[src/hw/rtl/bmpd_pkg.sv]
// ----------------------------------------------------------------------------
// BMP stream decoder package
// Shared types and constants for the header parser and the pixel back end.
// ----------------------------------------------------------------------------
package bmpd_pkg;

    typedef enum logic [2:0] {
        PH_HEADER,
        PH_PALETTE,
        PH_SKIP,
        PH_PIXELS,
        PH_DONE,
        PH_ERROR
    } phase_t;

    typedef enum logic [1:0] {
        OP_NONE,
        OP_ERROR,
        OP_PAL,
        OP_PIX
    } op_t;

    localparam logic [2:0] ST_PIXEL      = 3'd0;
    localparam logic [2:0] ST_NOT_BMP    = 3'd1;
    localparam logic [2:0] ST_BAD_DEPTH  = 3'd2;
    localparam logic [2:0] ST_TOO_LARGE  = 3'd3;
    localparam logic [2:0] ST_BAD_OFFSET = 3'd4;
    localparam logic [2:0] ST_NO_PIXEL   = 3'd7;

    localparam logic [31:0] HDR_LEN   = 32'd54;
    localparam logic [31:0] PAL_BYTES = 32'd1024;

    // One work entry handed from the parser to the back end.
    typedef struct packed {
        op_t         op;
        logic [7:0]  data;
        logic [2:0]  status;
        logic [1:0]  chan;
        logic [11:0] column;
        logic [11:0] row;
        logic        last;
    } work_t;

endpackage

[src/hw/rtl/bmpd_front.sv]
// ----------------------------------------------------------------------------
// BMP decoder front end
// Parses the header, tracks the file position and classifies every byte.
// ----------------------------------------------------------------------------
module bmpd_front #(
    parameter int MAX_WIDTH  = 4096,
    parameter int MAX_HEIGHT = 4096
) (
    input  logic            aclk,
    input  logic            aresetn,
    input  logic            in_valid,
    output logic            in_ready,
    input  logic [7:0]      in_byte,
    input  logic            in_start,
    output logic            wk_valid,
    input  logic            wk_ready,
    output bmpd_pkg::work_t wk
);
    import bmpd_pkg::*;

    phase_t      phase_reg, phase_next;
    logic [31:0] cnt_reg, cnt_next;
    logic [31:0] width_reg, width_next;
    logic [31:0] height_reg, height_next;
    logic [15:0] bpp_reg, bpp_next;
    logic [31:0] off_reg, off_next;
    logic [17:0] pbytes_reg, pbytes_next;
    logic [17:0] llen_reg, llen_next;
    logic [17:0] bil_reg, bil_next;
    logic [1:0]  k3_reg, k3_next;
    logic [11:0] col_reg, col_next;
    logic [31:0] line_reg, line_next;
    logic        vld_reg, vld_next;
    work_t       wk_reg, wk_next;

    phase_t      ph;
    logic [31:0] cnt, width, height, off, pos, lc, minoff;
    logic [15:0] bpp;
    logic [17:0] pb, bil;
    logic [1:0]  k3;
    logic [1:0]  bsel;
    logic [11:0] colv;
    logic        take;
    logic        emit;

    assign in_ready = !vld_reg || wk_ready;
    assign take     = in_valid && in_ready;
    assign wk_valid = vld_reg;
    assign wk       = wk_reg;

    always_comb begin
        phase_next  = phase_reg;
        cnt_next    = cnt_reg;
        width_next  = width_reg;
        height_next = height_reg;
        bpp_next    = bpp_reg;
        off_next    = off_reg;
        pbytes_next = pbytes_reg;
        llen_next   = llen_reg;
        bil_next    = bil_reg;
        k3_next     = k3_reg;
        col_next    = col_reg;
        line_next   = line_reg;
        vld_next    = vld_reg && !wk_ready;
        wk_next     = wk_reg;
        ph     = phase_reg;
        cnt    = cnt_reg;
        width  = width_reg;
        height = height_reg;
        bpp    = bpp_reg;
        off    = off_reg;
        pb     = pbytes_reg;
        bil    = bil_reg;
        k3     = k3_reg;
        colv   = col_reg;
        lc     = line_reg;
        pos    = 32'd0;
        minoff = 32'd0;
        bsel   = 2'd0;
        emit   = 1'b0;
        if (take) begin
            if (in_start) begin
                ph = PH_HEADER; cnt = '0; width = '0; height = '0; bpp = '0;
                off = '0; pb = '0; bil = '0; k3 = '0; colv = '0; lc = '0;
                llen_next = '0;
            end
            wk_next.op     = OP_NONE;
            wk_next.data   = in_byte;
            wk_next.status = ST_PIXEL;
            wk_next.chan   = 2'd0;
            wk_next.column = '0;
            wk_next.row    = '0;
            wk_next.last   = 1'b0;
            unique case (ph)
                PH_HEADER: begin
                    if ((cnt == 32'd0 && in_byte != 8'h42) ||
                        (cnt == 32'd1 && in_byte != 8'h4D)) begin
                        wk_next.op = OP_ERROR; wk_next.status = ST_NOT_BMP;
                        ph = PH_ERROR;
                    end else begin
                        bsel = cnt[1:0] - 2'd2;
                        if (cnt >= 32'd10 && cnt <= 32'd13)
                            off[8*bsel +: 8] = in_byte;
                        else if (cnt >= 32'd18 && cnt <= 32'd21)
                            width[8*bsel +: 8] = in_byte;
                        else if (cnt >= 32'd22 && cnt <= 32'd25)
                            height[8*bsel +: 8] = in_byte;
                        else if (cnt == 32'd28)
                            bpp[7:0] = in_byte;
                        else if (cnt == 32'd29)
                            bpp[15:8] = in_byte;
                        if (cnt == HDR_LEN - 32'd1) begin
                            minoff = (bpp == 16'd8) ? HDR_LEN + PAL_BYTES : HDR_LEN;
                            pb = (bpp == 16'd8) ? width[17:0] : 18'(width * 32'd3);
                            llen_next = (pb + 18'd3) & ~18'd3;
                            if (bpp != 16'd8 && bpp != 16'd24) begin
                                wk_next.op = OP_ERROR; wk_next.status = ST_BAD_DEPTH;
                                ph = PH_ERROR;
                            end else if (width > 32'(MAX_WIDTH) ||
                                         height > 32'(MAX_HEIGHT)) begin
                                wk_next.op = OP_ERROR; wk_next.status = ST_TOO_LARGE;
                                ph = PH_ERROR;
                            end else if (off < minoff) begin
                                wk_next.op = OP_ERROR; wk_next.status = ST_BAD_OFFSET;
                                ph = PH_ERROR;
                            end else if (width == '0 || height == '0)
                                ph = PH_DONE;
                            else if (bpp == 16'd8)
                                ph = PH_PALETTE;
                            else
                                ph = (off == HDR_LEN) ? PH_PIXELS : PH_SKIP;
                        end
                        cnt = cnt + 32'd1;
                    end
                end
                PH_PALETTE: begin
                    pos = cnt - HDR_LEN;
                    wk_next.op     = (pos[1:0] != 2'd3) ? OP_PAL : OP_NONE;
                    wk_next.chan   = pos[1:0];
                    wk_next.column = {4'd0, pos[9:2]};
                    if (pos == PAL_BYTES - 32'd1)
                        ph = (cnt + 32'd1 == off) ? PH_PIXELS : PH_SKIP;
                    cnt = cnt + 32'd1;
                end
                PH_SKIP: begin
                    if (cnt + 32'd1 == off) ph = PH_PIXELS;
                    cnt = cnt + 32'd1;
                end
                PH_PIXELS: begin
                    if (bil < pb) begin
                        if (bpp == 16'd8) begin
                            emit = 1'b1;
                            wk_next.chan = 2'd3;
                        end else begin
                            wk_next.chan = k3;
                            emit = (k3 == 2'd2);
                        end
                        wk_next.column = (bpp == 16'd8) ? bil[11:0] : colv;
                        wk_next.row    = 12'(height - 32'd1 - lc);
                        wk_next.last   = (lc == height - 32'd1) &&
                            (32'(wk_next.column) == width - 32'd1);
                        wk_next.op     = OP_PIX;
                        if (k3 == 2'd2) begin
                            k3 = 2'd0; colv = colv + 12'd1;
                        end else
                            k3 = k3 + 2'd1;
                    end
                    wk_next.status = emit ? ST_PIXEL : ST_NO_PIXEL;
                    bil = bil + 18'd1;
                    if (bil >= llen_next) begin
                        bil = '0; k3 = '0; colv = '0;
                        lc = lc + 32'd1;
                        if (lc >= height) ph = PH_DONE;
                    end
                    cnt = cnt + 32'd1;
                end
                default: ;
            endcase
            vld_next    = (wk_next.op != OP_NONE);
            phase_next  = ph;
            cnt_next    = cnt;
            width_next  = width;
            height_next = height;
            bpp_next    = bpp;
            off_next    = off;
            pbytes_next = pb;
            bil_next    = bil;
            k3_next     = k3;
            col_next    = colv;
            line_next   = lc;
        end
    end

    always_ff @(posedge aclk) begin
        if (!aresetn) begin
            phase_reg <= PH_HEADER; cnt_reg <= '0; width_reg <= '0;
            height_reg <= '0; bpp_reg <= '0; off_reg <= '0; pbytes_reg <= '0;
            llen_reg <= '0; bil_reg <= '0; k3_reg <= '0; col_reg <= '0;
            line_reg <= '0; vld_reg <= 1'b0;
        end else begin
            phase_reg <= phase_next; cnt_reg <= cnt_next; width_reg <= width_next;
            height_reg <= height_next; bpp_reg <= bpp_next; off_reg <= off_next;
            pbytes_reg <= pbytes_next; llen_reg <= llen_next; bil_reg <= bil_next;
            k3_reg <= k3_next; col_reg <= col_next; line_reg <= line_next;
            vld_reg <= vld_next;
        end
        wk_reg <= wk_next;
    end
endmodule

[config.mk]
export PLATFORM = sky130hd
export DESIGN_NAME = bmpd_front
export DESIGN_NICKNAME = d
export VERILOG_FILES = /design/src/hw/rtl/bmpd_pkg.sv /design/src/hw/rtl/bmpd_front.sv
export SDC_FILE = /design/constraint.sdc
export NUM_CORES = 1
export LEC_CHECK = 0
export BUFFER_PORTS_ARGS = -buffer_cell sky130_fd_sc_hd__buf_4
export CAP_MARGIN = 20
export CORE_MARGIN = 2
export CORE_UTILIZATION = 60
export DETAILED_ROUTE_END_ITERATION = 6
export PLACE_DENSITY = 0.79
export SYNTH_ARGS = -nofsm -noshare
export SYNTH_HDL_FRONTEND = slang
export SYNTH_SLANG_ARGS = --single-unit
[constraint.sdc]
create_clock -name aclk -period 9.8 [get_ports aclk]
set_input_delay 0 -clock aclk [delete_from_list [all_inputs] [get_ports aclk]]
set_output_delay 0 -clock aclk [all_outputs]
set_load 0.01 [all_outputs]
==> impl_metrics.csv <==
group,metric,value,unit
status,outcome,"complete, but fails checks",
status,violations,"DRC",
sta,setup_ws,2.70,ns
critical_path,path_cells,"nand2b_1, inv_1, ha_1, nor3b_1, nor4b_1, and4_1, a21oi_1, nand2_1, o21ai_0, ha_1, a211oi_1, o21ai_0, o2111ai_1, a21boi_0, or4b_2, a32oi_1, a21oi_1, nor4b_1, a21oi_1, o31ai_1",
critical_path,setup.worst_path.start,"cnt_reg[0]",
power_and_ir_drop,power.total,2.70,mW
detailed_routing,avgRoutedWirePerCell,24.0,µm
synth,netlist_instances,2931,
floorplan,die_h,196,µm
synth,synth_area,0.0220,mm²
critical_path,crit_required,10.27,ns
floorplan,initial_utilization,0.605,
floorplan,core_area,0.0363,mm²
sta,setup_viol,0,
run,maxCapViolCount,0,
detailed_routing,viasPerCell,6.96,
placement,place_congestion,1.03,
critical_path,crit_buf_inv,1,
critical_path,cp_slowest_cell,"nor4b_1",
clock_network,cts_buffers,34,
layout,drive_above_1_share,0.0730,
global_routing,use_met1,0.512,
floorplan,dieWidth,196,µm
clock_network,root_buffer,"clkbuf_16",
floorplan,fp.dieArea,0.0382,mm²
clock_network,cts_tree,"built",
global_routing,grt_util_met3,0.111,
clock_network,clock_sinks,288,
sta,hold_violations,0,
sta,relSlewSlack,0.225,
hold_path,hp-start,"in_start",
floorplan,row_count,70,
hold_path,hold_class,"in2reg",
synth,syn_avg_cell_area,7.51,µm²
clock_network,cts_max_level,2,
critical_path,end_kind,"flip-flop",
sta,period_needed,7.10,ns
power_and_ir_drop,peakVddDrop,0.0941,mV
synth,synth_edf_count,40,
clock_network,clk_latency,0.57,ns
detailed_routing,vias,23386,
power_and_ir_drop,power_density,114,mW/mm²
floorplan,ios,55,
detailed_routing,drt_iter0_drc,2891,
critical_path,path_common_cell,"a21oi_1",
critical_path,max_stage_delay,0.72,ns
critical_path,worstReg2RegStart,"cnt_reg[0]",
power_and_ir_drop,leakage,8.99,nW
synth,ys.flop_type,"dfxtp_1",
synth,ys_warn_count,0,
sta,clock_skew,0.0245,ns
placement,post-place-ws,2.94,ns
detailed_routing,antenna_left,0,
critical_path,crit_arrival,7.56,ns
sta,worst_pin_slew,1.15,ns
layout,nets,3001,
sta,rsz0062_at_grt,"no",
layout,syn_to_final_growth,8.07,%
critical_path,critical_path_class,"reg2reg",
clock_network,cts_resized,0,
detailed_routing,drt_pass1_iterations,7,
global_routing,grt_pass1_wl,125000,µm
placement,dp_hpwl,58000,µm
clock_network,clk_pin_slew_worst_paths,0.06,ns
global_routing,grt_util_all_layers,0.413,
global_routing,grt_max_degree,141,
global_routing,grt_overflow_total,0,
placement,io_buffers,54,
synth,ys_types,98,
layout,final_common_cell,"nor2_1",
global_routing,top_usage_layer,"met2",
critical_path,crit_path_start_kind,"flip-flop",
layout,largest_reg_flops,40,
global_routing,met2_usage,0.641,
synth,syn_nets,3065,
detailed_routing,finalWirelength,80800,µm
global_routing,antenna_found_initial,5,
sta,tns,0,ns
layout,layout_common_cells,"nor2_1, nand2_1, dfxtp_1, o21ai_0, a21oi_1",
critical_path,worstPathMaxFanout,14,
critical_path,cp_top_family,"simple AND/OR/NAND/NOR gates",
synth,ys_seq_area_frac,0.280,
layout,fin_util,0.654,
sta,fmax,141,MHz
clock_network,ctsLongestPathBuffers,3,
sta,fin_crit_sh,0.724,
sta,final_max_slew_viol_count,0,
global_routing,grt_pass1_vias,21795,
synth,async_reset_ff_frac,0,
synth,synth_seq_cells,288,
detailed_routing,remaining_drc_errors,1,
[layer usage]
layer / wire (µm) / vias up
li1: - / 10623
met1: 30400 / 10915
met2: 35100 / 1458
met3: 9490 / 384
met4: 5690 / 6
met5: 32 / -
[cell families (layout without fill, tap and decap cells)]
family | count (synthesis) | count (layout) | share of synthesized area
compound gates | 783 | 783 | 0.236
xor+xnor | 164 | 164 | 0.0653
fa+ha+maj | 121 | 121 | 0.0695
buf+inv | 281 | 242 | 0.0495
flops | 288 | 288 | 0.280
mux | 38 | 38 | 0.0177
other cells | 0 | 1 | 0
simple gates | 1256 | 1256 | 0.282
[metrics by stage]
step	area, µm²	cells	hold slack [ns]
after floorplan	22000	2931	0.0989
after global placement	22500	3286	0.334
after detailed placement	22500	3286	0.340
after CTS	23800	3359	0.0528
after global routing	23800	3360	0.107
final	23800	3361	0.0839
[worst reg2reg max path, stage by stage, from the launching register on]
cell and delay, ns:
dfxtp_1 0.64, nand2b_1 0.31, inv_1 0.25, ha_1 0.37, nor3b_1 0.14, nor4b_1 0.72, and4_1 0.55, a21oi_1 0.26
nand2_1 0.14, o21ai_0 0.30, ha_1 0.50, a211oi_1 0.25, o21ai_0 0.15, o2111ai_1 0.29, a21boi_0 0.21, or4b_2 0.66
a32oi_1 0.30, a21oi_1 0.16, nor4b_1 0.47, a21oi_1 0.14, o31ai_1 0.20
[synthesized netlist by cell type, types with 40 or more instances]
cell,number,area share
a21oi_1,159,0.036
nor3_1,85,0.019
a32oi_1,50,0.020
edfxtp_1,40,0.055
o21ai_0,179,0.041
xnor2_1,101,0.040
inv_1,75,0.013
nor2b_1,46,0.013
nand4_1,63,0.018
ha_1,119,0.068
nor4_1,40,0.011
xor2_1,63,0.025
a22oi_1,116,0.040
nand3_1,76,0.017
dfxtp_1,248,0.23
nand2_1,282,0.048
nor2_1,419,0.071
clkbuf_1,168,0.029
[layout make-up]
class                           instances  area, µm²
Tap cell                              468        586
Timing Repair Buffer                  104        847
Clock buffer                           51       1020
Sequential cell                       288       6170
Antenna cell                            1       2.50
Inverter                               77        297
Clock inverter                         10       63.8
Fill cell                            3216      12600
Multi-Input combinational cell       2362      14800
[path summary, 6_finish.rpt]
kind,slack (ns),depth (start not counted),to
setup / recovery,2.70,20,llen_reg[16]
setup reg to reg,2.70,20,llen_reg[16]
hold reg to reg,0.46,2,llen_reg[6]
hold / removal,0.08,5,line_reg[29]
[where the power goes]
group	internal, mW	switching (mW)
registers	1.21	0.00899
logic	0.0555	0.169
clock network	0.721	0.536
[timing repair]
action,4_1_cts,5_1_grt
endpoints found under the hold margin,80,0
buffers inserted,0,0
hold buffers,12,0
setup endpoints to repair,0,0
Power figures use the tool's default switching activity.
